## src/hhec_pkg.sv

```systemverilog
`timescale 1ns / 1ps
`default_nettype none
// ----------------------------------------------------------------------------
// hhec_pkg
// Shared types and constants of the humidity hysteresis controller.
// ----------------------------------------------------------------------------
package hhec_pkg;

   localparam int unsigned HUM_W  = 10;
   localparam int unsigned TIME_W = 32;
   localparam int unsigned IDX_W  = 2;
   localparam int unsigned CSR_W  = 32;

   // register indexes
   localparam logic [IDX_W-1:0] REG_LOW_THRESHOLD  = 2'd0;
   localparam logic [IDX_W-1:0] REG_HIGH_THRESHOLD = 2'd1;
   localparam logic [IDX_W-1:0] REG_EFFECT_TIMEOUT = 2'd2;
   localparam logic [IDX_W-1:0] REG_MIN_RISE       = 2'd3;

   // register reset values
   localparam logic [HUM_W-1:0]  LOW_THRESHOLD_RST  = 10'd500;
   localparam logic [HUM_W-1:0]  HIGH_THRESHOLD_RST = 10'd600;
   localparam logic [TIME_W-1:0] EFFECT_TIMEOUT_RST = 32'd600000;
   localparam logic [HUM_W-1:0]  MIN_RISE_RST       = 10'd20;

   // switch event codes
   localparam logic [1:0] EVT_NONE = 2'd0;
   localparam logic [1:0] EVT_ON   = 2'd1;
   localparam logic [1:0] EVT_OFF  = 2'd2;

   typedef struct packed {
      logic [HUM_W-1:0]  low_threshold;
      logic [HUM_W-1:0]  high_threshold;
      logic [TIME_W-1:0] effect_timeout_ms;
      logic [HUM_W-1:0]  min_rise;
   } cfg_type;

   typedef struct packed {
      logic       humidifier_on;
      logic       ineffective;
      logic [1:0] switch_event;
   } result_type;

endpackage
`default_nettype wire

```

## src/hhec_csr.sv

```systemverilog
`timescale 1ns / 1ps
`default_nettype none
// ----------------------------------------------------------------------------
// hhec_csr
// Configuration register file, write only.
// ----------------------------------------------------------------------------
module hhec_csr (
   input  wire logic                      clock,
   input  wire logic                      reset,
   input  wire logic                      csr_we,
   input  wire logic [hhec_pkg::IDX_W-1:0] csr_index,
   input  wire logic [hhec_pkg::CSR_W-1:0] csr_wdata,
   output hhec_pkg::cfg_type              cfg
);

   hhec_pkg::cfg_type cfg_ff;
   hhec_pkg::cfg_type cfg_in;

   always_comb begin
      cfg_in = cfg_ff;
      if (csr_we) begin
         case (csr_index)
            hhec_pkg::REG_LOW_THRESHOLD:
               cfg_in.low_threshold = csr_wdata[hhec_pkg::HUM_W-1:0];
            hhec_pkg::REG_HIGH_THRESHOLD:
               cfg_in.high_threshold = csr_wdata[hhec_pkg::HUM_W-1:0];
            hhec_pkg::REG_EFFECT_TIMEOUT:
               cfg_in.effect_timeout_ms = csr_wdata[hhec_pkg::TIME_W-1:0];
            hhec_pkg::REG_MIN_RISE:
               cfg_in.min_rise = csr_wdata[hhec_pkg::HUM_W-1:0];
            default: cfg_in = cfg_ff;
         endcase
      end
   end

   always_ff @(posedge clock) begin
      if (reset) begin
         cfg_ff.low_threshold     <= hhec_pkg::LOW_THRESHOLD_RST;
         cfg_ff.high_threshold    <= hhec_pkg::HIGH_THRESHOLD_RST;
         cfg_ff.effect_timeout_ms <= hhec_pkg::EFFECT_TIMEOUT_RST;
         cfg_ff.min_rise          <= hhec_pkg::MIN_RISE_RST;
      end else begin
         cfg_ff <= cfg_in;
      end
   end

   assign cfg = cfg_ff;

endmodule
`default_nettype wire

```

## src/hhec_core.sv

```systemverilog
`timescale 1ns / 1ps
`default_nettype none
// ----------------------------------------------------------------------------
// hhec_core
// Hysteresis switch and effect window; state advances once per sample.
// ----------------------------------------------------------------------------
module hhec_core (
   input  wire logic                        clock,
   input  wire logic                        reset,
   input  wire logic                        step,
   input  wire logic [hhec_pkg::HUM_W-1:0]  humidity,
   input  wire logic [hhec_pkg::TIME_W-1:0] time_ms,
   input  wire hhec_pkg::cfg_type           cfg,
   output hhec_pkg::result_type             result
);

   logic                        running_ff,  running_in;
   logic                        wvalid_ff,   wvalid_in;
   logic [hhec_pkg::TIME_W-1:0] wstart_ff,   wstart_in;
   logic [hhec_pkg::HUM_W-1:0]  shum_ff,     shum_in;
   logic                        fault_ff,    fault_in;

   logic                        turn_on, turn_off;
   logic                        run_a, wv_a, fault_a;
   logic [hhec_pkg::TIME_W-1:0] ws_a;
   logic [hhec_pkg::HUM_W-1:0]  sh_a;
   logic [hhec_pkg::TIME_W-1:0] age;
   logic signed [hhec_pkg::HUM_W:0] rise;
   logic                        expired;

   always_comb begin
      // switch on below low threshold
      turn_on = (humidity < cfg.low_threshold) && !running_ff;
      run_a   = running_ff | turn_on;
      wv_a    = turn_on ? 1'b1     : wvalid_ff;
      ws_a    = turn_on ? time_ms  : wstart_ff;
      sh_a    = turn_on ? humidity : shum_ff;
      fault_a = turn_on ? 1'b0     : fault_ff;

      // switch off above high threshold (may undo the switch-on)
      turn_off   = (humidity > cfg.high_threshold) && run_a;
      running_in = run_a & ~turn_off;
      wvalid_in  = wv_a  & ~turn_off;
      fault_in   = fault_a & ~turn_off;
      wstart_in  = ws_a;
      shum_in    = sh_a;

      // window age wraps modulo 2^32
      age     = time_ms - ws_a;
      expired = running_in && wvalid_in && (age >= cfg.effect_timeout_ms);
      rise    = $signed({1'b0, humidity}) - $signed({1'b0, sh_a});
      if (expired) begin
         fault_in  = rise < $signed({1'b0, cfg.min_rise});
         wstart_in = time_ms;
         shum_in   = humidity;
      end

      result.humidifier_on = running_in;
      result.ineffective   = fault_in;
      if (running_in && !running_ff) begin
         result.switch_event = hhec_pkg::EVT_ON;
      end else if (!running_in && running_ff) begin
         result.switch_event = hhec_pkg::EVT_OFF;
      end else begin
         result.switch_event = hhec_pkg::EVT_NONE;
      end
   end

   always_ff @(posedge clock) begin
      if (reset) begin
         running_ff <= 1'b0;
         wvalid_ff  <= 1'b0;
         wstart_ff  <= '0;
         shum_ff    <= '0;
         fault_ff   <= 1'b0;
      end else if (step) begin
         running_ff <= running_in;
         wvalid_ff  <= wvalid_in;
         wstart_ff  <= wstart_in;
         shum_ff    <= shum_in;
         fault_ff   <= fault_in;
      end
   end

endmodule
`default_nettype wire

```

## src/humidity_hysteresis_with_effect_check.sv

```systemverilog
`timescale 1ns / 1ps
`default_nettype none
// ----------------------------------------------------------------------------
// humidity_hysteresis_with_effect_check
// Bang-bang humidifier control with a humidity-rise watchdog.
// ----------------------------------------------------------------------------
// Each sample (humidity in tenths of a percent, millisecond timestamp) gives
// exactly one result. The humidifier switches on when a sample is below
// low_threshold and off when above high_threshold. While on, a watch window
// runs; once it is effect_timeout_ms old (modulo 2^32) the ineffective flag
// is set if humidity rose by less than min_rise, and the window restarts on
// that sample. Throughput is one transfer per clock while the rsp side does
// not stall: a sample is captured in an input register, and the whole step
// is evaluated combinationally from there into the result register, which
// drives rsp_tvalid. The rsp side may stall freely; req_tready drops only
// when both registers are full and rsp_tready is low. Configuration is
// written via csr_*; the user is to write it only while the block is idle,
// which the block itself does not enforce. Register indexes:
// 0 low_threshold, 1 high_threshold, 2 effect_timeout_ms, 3 min_rise.
// ----------------------------------------------------------------------------
module humidity_hysteresis_with_effect_check (
   input  wire logic        clock,
   input  wire logic        reset,
   // sample channel
   input  wire logic        req_tvalid,
   output      logic        req_tready,
   input  wire logic [47:0] req_tdata,   // [9:0] humidity, [41:10] time_ms, zero pad
   // result channel
   output      logic        rsp_tvalid,
   input  wire logic        rsp_tready,
   output      logic [7:0]  rsp_tdata,   // [0] humidifier_on, [1] ineffective,
                                         // [3:2] switch_event, zero pad
   // configuration
   input  wire logic                       csr_we,
   input  wire logic [hhec_pkg::IDX_W-1:0] csr_index,
   input  wire logic [hhec_pkg::CSR_W-1:0] csr_wdata
);

   hhec_pkg::cfg_type    cfg;
   hhec_pkg::result_type result;

   // input register
   logic                        in_valid_ff, in_valid_in;
   logic [hhec_pkg::HUM_W-1:0]  in_hum_ff;
   logic [hhec_pkg::TIME_W-1:0] in_time_ff;

   // result register
   logic                        out_valid_ff, out_valid_in;
   hhec_pkg::result_type        out_res_ff;

   logic out_free;
   logic step;
   logic req_xfer;

   // the result register frees up when empty or being taken this cycle
   assign out_free   = !out_valid_ff || rsp_tready;
   assign step       = in_valid_ff && out_free;
   assign req_tready = !in_valid_ff || out_free;
   assign req_xfer   = req_tvalid && req_tready;

   assign in_valid_in  = req_xfer || (in_valid_ff && !step);
   assign out_valid_in = step || (out_valid_ff && !rsp_tready);

   always_ff @(posedge clock) begin
      if (reset) begin
         in_valid_ff  <= 1'b0;
         out_valid_ff <= 1'b0;
      end else begin
         in_valid_ff  <= in_valid_in;
         out_valid_ff <= out_valid_in;
      end
   end

   // payload registers
   always_ff @(posedge clock) begin
      if (req_xfer) begin
         in_hum_ff  <= req_tdata[hhec_pkg::HUM_W-1:0];
         in_time_ff <= req_tdata[hhec_pkg::HUM_W +: hhec_pkg::TIME_W];
      end
      if (step) begin
         out_res_ff <= result;
      end
   end

   hhec_csr u_csr (
      .clock     (clock),
      .reset     (reset),
      .csr_we    (csr_we),
      .csr_index (csr_index),
      .csr_wdata (csr_wdata),
      .cfg       (cfg)
   );

   // controller state moves on exactly when a sample passes into the result
   hhec_core u_core (
      .clock    (clock),
      .reset    (reset),
      .step     (step),
      .humidity (in_hum_ff),
      .time_ms  (in_time_ff),
      .cfg      (cfg),
      .result   (result)
   );

   assign rsp_tvalid = out_valid_ff;
   assign rsp_tdata  = {4'b0000, out_res_ff.switch_event,
                        out_res_ff.ineffective, out_res_ff.humidifier_on};

endmodule
`default_nettype wire

```

## config.mk

```make
export PLATFORM = sky130hd
export DESIGN_NAME = humidity_hysteresis_with_effect_check
export DESIGN_NICKNAME = d
export VERILOG_FILES = /design/src/hhec_pkg.sv /design/src/hhec_csr.sv /design/src/hhec_core.sv /design/src/humidity_hysteresis_with_effect_check.sv
export SDC_FILE = /design/constraint.sdc
export NUM_CORES = 1
export LEC_CHECK = 0
export BUFFER_PORTS_ARGS = -buffer_cell sky130_fd_sc_hd__buf_2
export CAP_MARGIN = 25
export CELL_PAD_IN_SITES_DETAIL_PLACEMENT = 1
export CELL_PAD_IN_SITES_GLOBAL_PLACEMENT = 1
export CORE_MARGIN = 2
export CORE_UTILIZATION = 43
export CTS_BUF_LIST = sky130_fd_sc_hd__clkbuf_8
export DETAILED_ROUTE_END_ITERATION = 7
export PLACE_DENSITY_LB_ADDON = 0.1
export SKIP_CTS_REPAIR_TIMING = 1
export SLEW_MARGIN = 15
export SYNTH_ARGS = -nofsm -noshare
export SYNTH_HDL_FRONTEND = slang
export SYNTH_SLANG_ARGS = --single-unit
```

## constraint.sdc

```tcl
create_clock -name clock -period 6 [get_ports clock]
set_input_delay 0.6 -clock clock [delete_from_list [all_inputs] [get_ports clock]]
set_output_delay 0.6 -clock clock [all_outputs]
set_load 0.03 [all_outputs]
```

; Word level (Yosys, flattened, before mapping)
; Index checks and enable logic that the tools add are counted.
[word_totals]
regBits = 155
in_bits = 87
out_inout_bits = 10
word_cells = 63
[op_classes]
n_addsub = 2
n_lt_le_gt_ge = 4
n_eq_ne = 3
muxes = 8
n_bitwise = 5
reduce_logical = 25
[op_table]
columns = operator, n
row1 = 32-bit 2-to-1 mux, 2
row2 = 32-bit >= comparator, 1
row3 = 32-bit subtractor, 1
row4 = 10-bit 2-to-1 mux, 2
row5 = 11-bit less-than comparator, 1
row6 = 10-bit by 10-bit subtractor with 11-bit output, 1
row7 = 10-bit greater-than comparator, 1
row8 = 1-bit logical AND, 10
row9 = 10-bit less-than comparator, 1
row10 = 2-bit AND reduction, 4
row11 = 1-bit zero test, 6
row12 = "2-bit equality test, second input constant", 2
row13 = 1-bit logical OR, 4
row14 = 1-bit AND, 3
row15 = 1-bit 2-to-1 mux, 3
row16 = "2-bit by 1-bit equality test with 1-bit output, second input constant", 1
row17 = 2-bit zero test, 1
row18 = 2-bit 2-to-1 mux, 1
row19 = 1-bit NOT, 1
row20 = 1-bit bitwise OR, 1

; Longest topological paths before layout
; Gate-level depths: netlist of run 1.
[logic_depth]
depth_word = 9
depth_mapped = 31
mapped_depth_nobuf = 29

; Hierarchy
; From an unflattened synthesis of run 1, not the netlist that was laid out.
[hier_totals]
hier_cells = 1044
hier_area_um2 = 9858.2
[by_module_without_submodules]
columns = mod, n_inst, cells_each, area_per_inst_um2, seq_area_each_um2
row1 = hhec_core, 1, 734, 5760.5, 900.9
row2 = hhec_csr, 1, 249, 2578.7, 1241.2
row3 = humidity_hysteresis_with_effect_check, 1, 61, 1519.0, 1421.4

; Worst setup path after synthesis of run 1
; Ideal clock, no wire load.
[synth_timing]
kind = register -> register
start = reg in_hum_ff[9] (netlist bit)
end = reg out_res_ff, in the netlist rsp_tdata[1], data pin
setup_time_ns = 0.260
arrival_ns = 6.026
required_ns = 5.740
slack_ns = -0.286
path_stages_with_launch = 29
path_buffers = 2
synth_period_minus_slack_ns = 6.286
path_cell_list = edfxtp_1 > ha_1 > a21oi_1 > o211a_1 > o211a_1 > buf_6 > clkbuf_1 > mux2i_1 > fa_1 > a211oi_1 > o21ai_0 > a31oi_1 > nand2_1 > a31oi_1 > o21bai_1 > a21oi_1 > o21bai_1 > a21oi_1 > xnor2_1 > ha_1 > a21o_1 > a21o_1 > a21o_1 > a21o_1 > a211oi_1 > o21ai_0 > a31oi_1 > nor3_1 > mux2_2
[synth_via]
elab_chain_len = 9
elab_cells_between_ends = 20
cone_classes = add/sub (2) / order compare (4) / mux (5) / bitwise (5) / reduce/logical (4)
[synth_lines]
columns = element, line_no
row1 = start: declaration, humidity_hysteresis_with_effect_check.sv:44  ; logic [hhec_pkg::HUM_W-1:0] in_hum_ff;
row2 = start signal: assignment, humidity_hysteresis_with_effect_check.sv:77  ; in_hum_ff <= req_tdata[hhec_pkg::HUM_W-1:0];
row3 = branches (longest 8 deep; another with 32-bit subtractor), -
row4 = 1-bit 2-to-1 mux *, hhec_core.sv:52  ; if (expired) begin
row5 = via u_core.fault_in, hhec_core.sv:21  ; logic fault_ff, fault_in;
row6 = end signal: assignment, humidity_hysteresis_with_effect_check.sv:81  ; out_res_ff <= result;
row7 = end: declaration, humidity_hysteresis_with_effect_check.sv:49  ; hhec_pkg::result_type out_res_ff;
; Mark *: on every way through the listed nets, which the timed path passes.
; A chain may end at the register's enable or synchronous reset.

; Final worst setup path of run 1
[layout_timing]
start = reg in_hum_ff[7] (netlist bit)
end = reg u_core.wstart_ff[2] (netlist bit)
[layout_via]
elab_chain_len = 9
elab_cells_between_ends = 15
cone_classes = add/sub (1) / order compare (3) / mux (3) / bitwise (4) / reduce/logical (4)
[layout_lines]
columns = element, line_no
row1 = branches (longest 8 deep; another with 32-bit subtractor), -
row2 = 32-bit 2-to-1 mux *, hhec_core.sv:52
row3 = end signal: assignment, hhec_core.sv:79  ; wstart_ff <= wstart_in;
row4 = end: declaration, hhec_core.sv:19  ; logic [hhec_pkg::TIME_W-1:0] wstart_ff, wstart_in;
; Every way passes the cells marked *.

==> flow_summary.ini, run 1 <==
[outcome]
status = finished, violations left
violations = negative setup slack

[clock_tree]
htreeDepth = 4
tritoncts = built
cts_buffers = 17
cts.path.max_buffers = 2
clkTransAtPathRegs_ns = 0.10
cts-root-buf = clkbuf_8
numClockSinks = 155
clk_latency_ns = 0.47

[pwr]
switching_share_pct = 34.25
vdd_drop_max_v = 0.0001530
clock_power_share_pct = 26.4
p_switching_mw = 1.081
power_density_mw_per_mm2 = 268.9
seq_power_share_pct = 37.3
power_mw = 3.155
p_leak_nw = 5.077
intPower_mw = 2.074
pwr-share-comb_pct = 36.3

[critical_path]
path_class = reg -> reg
cp.required_ns = 6.39
cp_slowest_cell = or4_4
end_kind = register
cp_max_fo = 8
cpMostUsedCell = buf_4
worstPathArrival_ns = 6.65
crit_path_start_kind = register
max_stage_delay_ns = 0.57

[timing]
rsz0062_at_grt = true
hold_ws_ns = 0.3026
setup_viol = 44
slew_headroom_pct = 37.95
tightest_slew_ns = 0.9264
postLayoutSetupSlackWorst_ns = -0.2643
period_share_pct = 104.4
hold_viol = 0
tns_ns = -9.826
finClkSkew_ns = 0.01847
fin_crit_ns = 6.264
maxSlewViolCount = 0
fmax_mhz = 159.6

[yosys]
ys_async_sr_fraction_pct = 0
yosysSeqAreaShare_pct = 37.05
dominantRegCellSynth = dfxtp_1
ys_types = 62
synth_cells = 1051
ys_seq_elements = 155
syn_area_mm2 = 0.009618
syn_avg_cell_area_um2 = 9.151
synth-edff-count = 46
ys_warn_count = 0

[routing]
dr.first_iter.drc_count = 298
drt-pass1-iter-count = 4
drc = 0
post_drt_wl_per_cell_um = 17.50
drtAntennaViolNets = 0
vias = 7934
routed_wl_mm = 26.45
avgViaCountPerCell = 5.251

[global_routing]
use_met3_pct = 3.664
first_global_vias = 8052
grt_max_degree = 84
grtUsageMet2_pct = 35.26
grt_pass1_wl_mm = 39.91
grt_util_all_layers_pct = 20.85
grt_use_met1_pct = 28.03
grt.overflow.total = 0
grt_busiest_layer = met2
grt_antenna_before_repair = 0

[placed_design]
portBuffers = 86
dp_hpwl_mm = 18.37
gp_congestion = 0.8289
placed_cell_area_mm2 = 0.01091
detailedPlace.worstSlack_ns = -0.5122
dp_cells = 1459

[floorplan]
num_rows = 54
initial_utilization_pct = 43.94
design.die.area_mm2 = 0.02358
num_io_pins = 97
core_mm2 = 0.02189
dieWidth_um = 153.6
dieHeight_um = 153.6

[job]
drv_cap = 0

[layout]
nFillCells = 2570
final_cell_area_mm2 = 0.01173
utilization_pct = 53.60
num_antenna_cells = 0
layout.nets = 1408
stdcell_count = 1511
drive_gt1_share_pct = 21.77
syn2layout_area_growth_pct = 22.00

[worst_hold_path]
min_path_type = in -> reg
metal layers:
| metal | routed length [um] | part of all wire (%) | vias to the layer above |
|---|---|---|---|
| li1 | - | - | 3973 |
| met1 | 12810 | 48 | 3845 |
| met2 | 12640 | 48 | 94 |
| met3 | 698 | 2.6 | 22 |
| met4 | 299 | 1.1 | 0 |
| met5 | 0 | 0 | - |
path summary, 6_finish.rpt:
check	start	end	slack, ns	cells after the start
max	in_hum_ff[7]	u_core.wstart_ff[2]	-0.26	28
max reg2reg	in_hum_ff[7]	u_core.wstart_ff[2]	-0.26	28
min	req_tdata[3]	in_hum_ff[3]	0.30	1
min reg2reg	u_csr.cfg[30]	u_csr.cfg[30]	0.46	2
sequential cells by signal (all words and copies together), names as in the netlist:
name               count
u_csr.cfg             62
in_time_ff            32
u_core.wstart_ff      32
in_hum_ff             10
u_core.shum_ff        10
rsp_tdata              4
in_valid_ff            1
rsp_tvalid             1
u_core.fault_ff        1
u_core.running_ff      1
u_core.wvalid_ff       1
critical path: cells and delay by family, from the launching register on:
kind | cells | cell delay (ns)
compound gates | 7 | 1.23
flops | 1 | 0.46
simple gates | 7 | 1.78
fa+ha+maj | 3 | 0.92
buf+inv | 8 | 1.27
mux | 3 | 0.47
cell families after synthesis:
group	share of synthesized area, %
AO/OA/AOI/OAI	14.77
XOR/XNOR	3.278
adder cells (fa/ha/maj)	13.56
buffers and inverters	5.113
flip-flops	37.05
multiplexers	8.989
other	0.03899
AND/OR/NAND/NOR	17.21
final cells by class:
type	instances	area (um^2)	share of cell area (%)
repair buffers	188	1354	11.54
multi-input cells	778	5774	49.21
clock buffers	17	234.0	1.994
inverters	78	292.8	2.495
well taps	280	350.3	2.986
flip-flops and latches	155	3563	30.37
clock inverters	15	165.2	1.408
layout by cell type (no fill, tap or decap), drive strengths merged, types with 11 or more instances in the layout:
cell type and n:
a21o 41, a21oi 85, buf 184, clkbuf 21, dfxtp 109, edfxtp 46, ha 101, inv 84
mux2i 83, nand2 125, nand2b 91, nand3b 13, nand4 11, nor2 58, o21ai 20, xnor2 26
power by group through the flow:
stage	clock network (mW)	logic (mW)	registers (mW)
2_1_floorplan	0	0.690	1.19
3_3_place_gp	0	0.995	1.20
3_5_place_dp	0	1.02	1.20
4_1_cts	0.850	1.04	1.18
5_1_grt	0.898	1.27	1.18
6_report	0.834	1.14	1.18
synthesized netlist by cell type (all sizes together), types with 3 or more instances:
cell,count,area share (%)
nor3b,3,0.23
or2,3,0.20
nand2b,91,5.9
o21a,7,0.55
a211oi,9,0.75
nand4,11,0.72
nand2,125,4.9
o22ai,3,0.26
buf,11,0.82
o21ai,20,1.2
dfxtp,109,23
and2,4,0.26
mux2i,83,8.6
a21boi,3,0.23
nand3b,13,1.0
nor2b,5,0.33
and3,3,0.20
nor3,6,0.31
xnor2,26,2.4
a21oi,85,4.5
a211o,10,0.91
clkbuf,32,1.2
nor2,58,2.3
xor2,10,0.91
inv,78,3.0
a31oi,8,0.68
o21bai,8,0.62
o211ai,6,0.52
mux2,3,0.35
nand3,9,0.47
a21o,41,3.2
edfxtp,46,14
ha,101,13
Note: power is estimated with default switching activity, not from simulation.
==> inputs of run 2 (changes only) <==
- ABC_AREA: default -> 1
- CORE_UTILIZATION: 43 -> 45
- clock period: 6 -> 6.3 ns (I/O delays scaled with it)
==> run 2 against run 1 <==
  * The run now ends clean
  * First-iteration DRC count is 76% higher
  * Clock power fell by 11%
  * Clock-buffer cell count is the same
  * Via count increased by 15%
  * Setup slack gained 0.84 ns
  * Critical path type unchanged
  * Largest cell class unchanged
  * Largest power group is now combinational logic
==> flow_summary.ini, run 2 <==
[critical_path]
regToRegStartpoint = in_hum_ff[9]
path_class = reg -> reg
worstPathArrival_ns = 6.05
cp.required_ns = 6.62
cpMostUsedCell = nand2_1
cp_max_fo = 41
r2r_cells = 33
cp_slowest_cell = edfxtp_1
max_stage_delay_ns = 0.48
end_kind = register
startpoint = in_hum_ff[9]
crit_path_start_kind = register

[floorplan]
dieWidth_um = 151.9
core_mm2 = 0.02162
design.die.area_mm2 = 0.02307
dieHeight_um = 151.9
num_io_pins = 97
num_rows = 54
initial_utilization_pct = 45.53

[yosys]
synth_top_area_share_pct = 22.17
yosysTopAreaCell = dfxtp_1
ys_warn_count = 0
synthTopCellsByArea = dfxtp_1 22%, edfxtp_1 14%, ha_1 13%
dominantRegCellSynth = dfxtp_1
synth_cells = 1328
synth-edff-count = 46
netlist_top_cells_count = 325 x nand2_1, 177 x inv_1, 150 x a21oi_1
yosysMostFrequentCell = nand2_1
syn_area_mm2 = 0.009843
ys_types = 47
ys_seq_elements = 155
ys_async_sr_fraction_pct = 0
syn_avg_cell_area_um2 = 7.412
yosysSeqAreaShare_pct = 36.20

[global_routing]
grt_use_met1_pct = 37.70
grt_util_all_layers_pct = 24.87
grt_max_degree = 62
use_met3_pct = 3.366
grt.overflow.total = 0
grt_pass1_wl_mm = 46.38
grt_busiest_layer = met1
grtUsageMet2_pct = 37.62
grt_antenna_before_repair = 0
first_global_vias = 9132

[placed_design]
placed_cell_area_mm2 = 0.01063
portBuffers = 86
dp_hpwl_mm = 21.71
dp_cells = 1672
gp_congestion = 0.8806

[layout]
layout_common_cells = 325 x nand2_1, 177 x inv_1, 149 x a21oi_1
num_antenna_cells = 0
drive_gt1_share_pct = 12.21
final_cell_area_mm2 = 0.01103
stdcell_count = 1705
final_common_cell = nand2_1
syn2layout_area_growth_pct = 12.10
layout.nets = 1602
largest_reg_flops = 62

[timing]
period_share_pct = 90.89
rsz0062_at_grt = false
fmax_mhz = 174.6
slew_headroom_pct = 33.49
tightest_slew_ns = 0.9963
finClkSkew_ns = 0.01561
fin_crit_ns = 5.726
hold_viol = 0
maxSlewViolCount = 0
tns_ns = 0
setup_viol = 0

[routing]
vias = 9163
drtAntennaViolNets = 0
routed_wl_mm = 28.41
drt-pass1-iter-count = 6
post_drt_wl_per_cell_um = 16.66
avgViaCountPerCell = 5.374
drc = 0
dr.first_iter.drc_count = 523

[pwr]
p_leak_nw = 5.116
vdd_drop_max_v = 0.0001297
power_density_mw_per_mm2 = 293.1

[clock_tree]
clkTransAtPathRegs_ns = 0.10
cts.path.max_buffers = 2
clk_latency_ns = 0.47
numClockSinks = 155
cts_buffers = 17
tritoncts = built
htreeDepth = 4
cts-root-buf = clkbuf_8

[outcome]
status = completed

[worst_hold_path]
min_path_type = in -> reg
hold_depth = 1
hold_start = req_tdata[25]

[job]
drv_cap = 0
[run 2: through the flow]
stage | worst slack [ns] | power, mW | hold slack (ns) | utilization [%]
after global routing | 0.01240 | 3.492 | 0.2988 | 51.04
after global placement | 0.5947 | 2.433 | 0.4491 | 49.13
after floorplan | 1.693 | 2.094 | 0.4353 | -
after detailed placement | 0.4612 | 2.486 | 0.4560 | 49.17
after CTS | 0.4077 | 3.241 | 0.3056 | 50.88
final | 0.5742 | 3.234 | 0.3258 | 51.04
[run 2: path summary, 6_finish.rpt]
| kind | to | slack (ns) |
|---|---|---|
| hold / removal | in_time_ff[15] | 0.33 |
| hold reg to reg | u_csr.cfg[61] | 0.47 |
| setup / recovery | u_core.wstart_ff[3] | 0.57 |
| setup reg to reg | u_core.wstart_ff[3] | 0.57 |
[run 2: worst max-delay path, delay by kind of cell (launching register included)]
kind / cells / cell delay [ns]
AND/OR/NAND/NOR: 17 / 1.99
AO/OA/AOI/OAI: 6 / 1.13
adder cells (fa/ha/maj): 3 / 1.02
buffers and inverters: 7 / 0.93
flip-flops: 1 / 0.48
[run 2: kinds of logic (layout without fill, tap and decap cells)]
| logic type | after synthesis | after routing | share of synthesized area (%) |
|---|---|---|---|
| flops | 155 | 155 | 36.20 |
| compound gates | 307 | 307 | 16.93 |
| buf+inv | 231 | 325 | 9.165 |
| simple gates | 501 | 501 | 21.75 |
| fa+ha+maj | 103 | 103 | 13.25 |
| other cells | 1 | 4 | 0.03810 |
| xor+xnor | 30 | 30 | 2.669 |
[run 2: final cells by class]
cell class                      count  area [um^2]
Fill cell                        2820        10590
Multi-Input combinational cell    945         5410
Sequential cell                   155         3563
Inverter                          183        691.9
Timing Repair Buffer              110        648.1
Tap cell                          280        350.3
Clock buffer                       17        234.0
Clock inverter                     15        136.4
[run 2: routing by layer]
| layer | part of all wire (%) | up-vias | routed length (um) |
|---|---|---|---|
| li1 | - | 4580 | - |
| met1 | 52 | 4392 | 14700 |
| met2 | 43 | 168 | 12120 |
| met3 | 4.3 | 23 | 1220 |
| met4 | 1.3 | 0 | 365 |
| met5 | 0 | - | 0 |
[run 2: power by group]
part / switching, mW / internal [mW] / leakage [nW] / total, mW
sequential: 0.0359 / 1.10 / 1.34 / 1.14
combinational: 0.863 / 0.489 / 3.58 / 1.35
clock: 0.427 / 0.319 / 0.191 / 0.746
total: 1.33 / 1.91 / 5.12 / 3.23
==> inputs of run 3 (changes only) <==
--- a/config.mk
+++ b/config.mk
@@ -16,4 +16,5 @@
 export DETAILED_ROUTE_END_ITERATION = 7
 export PLACE_DENSITY_LB_ADDON = 0.1
+export SETUP_SLACK_MARGIN = 0.05
 export SKIP_CTS_REPAIR_TIMING = 1
 export SLEW_MARGIN = 15
==> constraint.sdc (replaced) <==
create_clock -name clock -period 6.3 [get_ports clock]
set_input_delay 0.63 -clock clock [delete_from_list [all_inputs] [get_ports clock]]
set_output_delay 0.63 -clock clock [all_outputs]
set_load 0.01 [all_outputs]
==> run 3 against run 2 <==
  * Die area unchanged
  * Clock power about the same
  * Design area about the same
  * Sequential cell count unchanged
  * Critical path type unchanged
  * Largest cell class unchanged
  * Largest power group unchanged
  * Sequential power about the same
  * Clock skew about the same
  * Fmax increased by 0.85%
  * Sequential share of layout area about the same
  * Setup slack improved by 0.048 ns
  * Via count about the same
==> flow_summary.ini, run 3 (synthesis gave the netlist of run 2 again) <==
[clock_tree]
htreeDepth = 4
cts.path.max_buffers = 2
cts_buffers = 17
numClockSinks = 155
clk_latency_ns = 0.47
clkTransAtPathRegs_ns = 0.10
cts-root-buf = clkbuf_8
tritoncts = built

[pwr]
p_leak_nw = 5.116
power_density_mw_per_mm2 = 292.6
vdd_drop_max_v = 0.0001297

[routing]
drc = 0
post_drt_wl_per_cell_um = 16.67
dr.first_iter.drc_count = 523
vias = 9167
drt-pass1-iter-count = 6
avgViaCountPerCell = 5.377
routed_wl_mm = 28.41
drtAntennaViolNets = 0

[global_routing]
grt_pass1_wl_mm = 46.38
grt_util_all_layers_pct = 24.87
first_global_vias = 9132
grt_antenna_before_repair = 0
grt_max_degree = 62
grt.overflow.total = 0

[critical_path]
cp_slowest_cell = edfxtp_1
end_kind = register
cp_max_fo = 41
max_stage_delay_ns = 0.48
path_class = reg -> reg
cpMostUsedCell = nand2_1
crit_path_start_kind = register
worstPathArrival_ns = 6.00
cp.required_ns = 6.62

[floorplan]
dieHeight_um = 151.9
design.die.area_mm2 = 0.02307
num_io_pins = 97
core_mm2 = 0.02162
num_rows = 54
initial_utilization_pct = 45.53
dieWidth_um = 151.9

[placed_design]
dp_hpwl_mm = 21.71
placed_cell_area_mm2 = 0.01063
portBuffers = 86
gp_congestion = 0.8806
dp_cells = 1672

[timing]
tightest_slew_ns = 0.9981
finClkSkew_ns = 0.01561
setup_viol = 0
hold_ws_ns = 0.3257
period_share_pct = 90.12
rsz0062_at_grt = false
fin_crit_ns = 5.678
slew_headroom_pct = 33.36
hold_viol = 0
fmax_mhz = 176.1
maxSlewViolCount = 0
tns_ns = 0

[layout]
final_cell_area_mm2 = 0.01104
layout.nets = 1602
drive_gt1_share_pct = 12.28
final_common_cell = nand2_1
num_antenna_cells = 0
largest_reg_flops = 62
stdcell_count = 1705
nFillCells = 2820
layout_common_cells = 325 x nand2_1, 177 x inv_1, 149 x a21oi_1
register_area_mm2 = 0.003563
multi_input_area_mm2 = 0.005413
syn2layout_area_growth_pct = 12.13

[job]
drv_cap = 0

[worst_hold_path]
min_path_type = in -> reg

[outcome]
status = completed
## run 3: cell counts in the layout (fill, tap and decap cells not counted)
Identical to the previous run, type by type.
## run 3: report_power, final
group          switching [mW]  total [mW]  internal (mW)
registers              0.0359        1.14           1.10
logic                   0.858        1.35          0.490
clock network           0.427       0.746          0.319
total                    1.32        3.23           1.91
## run 3: path summary, 6_finish.rpt
check	end	depth (start not counted)	startpoint	slack (ns)
setup / recovery	u_core.wstart_ff[3]	33	in_hum_ff[9]	0.62
hold / removal	in_time_ff[15]	1	req_tdata[25]	0.33
setup reg to reg	u_core.wstart_ff[3]	33	in_hum_ff[9]	0.62
hold reg to reg	u_csr.cfg[61]	2	u_csr.cfg[61]	0.47
## run 3: worst max-delay path, delay by kind of cell, from the launching register on
family	cells	cell delay (ns)
adders and majority gates	3	1.02
AOI/OAI and AO/OA	6	1.13
buffers and inverters	7	0.93
and+or+nand+nor	17	1.95
DFF	1	0.48
## run 3: through the flow
stage                     worst slack [ns]  utilization [%]  power [mW]
final                               0.6225            51.05       3.230
after global routing               0.07864            51.05       3.487
after CTS                           0.4077            50.88       3.235
after detailed placement            0.4612            49.17       2.480
after global placement              0.5947            49.13       2.427
after floorplan                      1.693                -       2.087
## run 3: per-layer routing
layer | global-route usage [%] | share of wire, % | vias to the layer above
li1 | - | - | 4580
met1 | 37.70 | 52 | 4394
met2 | 37.62 | 43 | 170
met3 | 3.366 | 4.3 | 23
met4 | 5.607 | 1.3 | 0
met5 | 0 | 0 | -
## run 3: area by class of cell
class / instances / area share (%)
clock inverters: 15 / 1.236
multi-input cells: 945 / 49.04
repair buffers: 110 / 5.872
well taps: 280 / 3.174
clock buffers: 17 / 2.120
inverters: 183 / 6.269
flip-flops and latches: 155 / 32.29
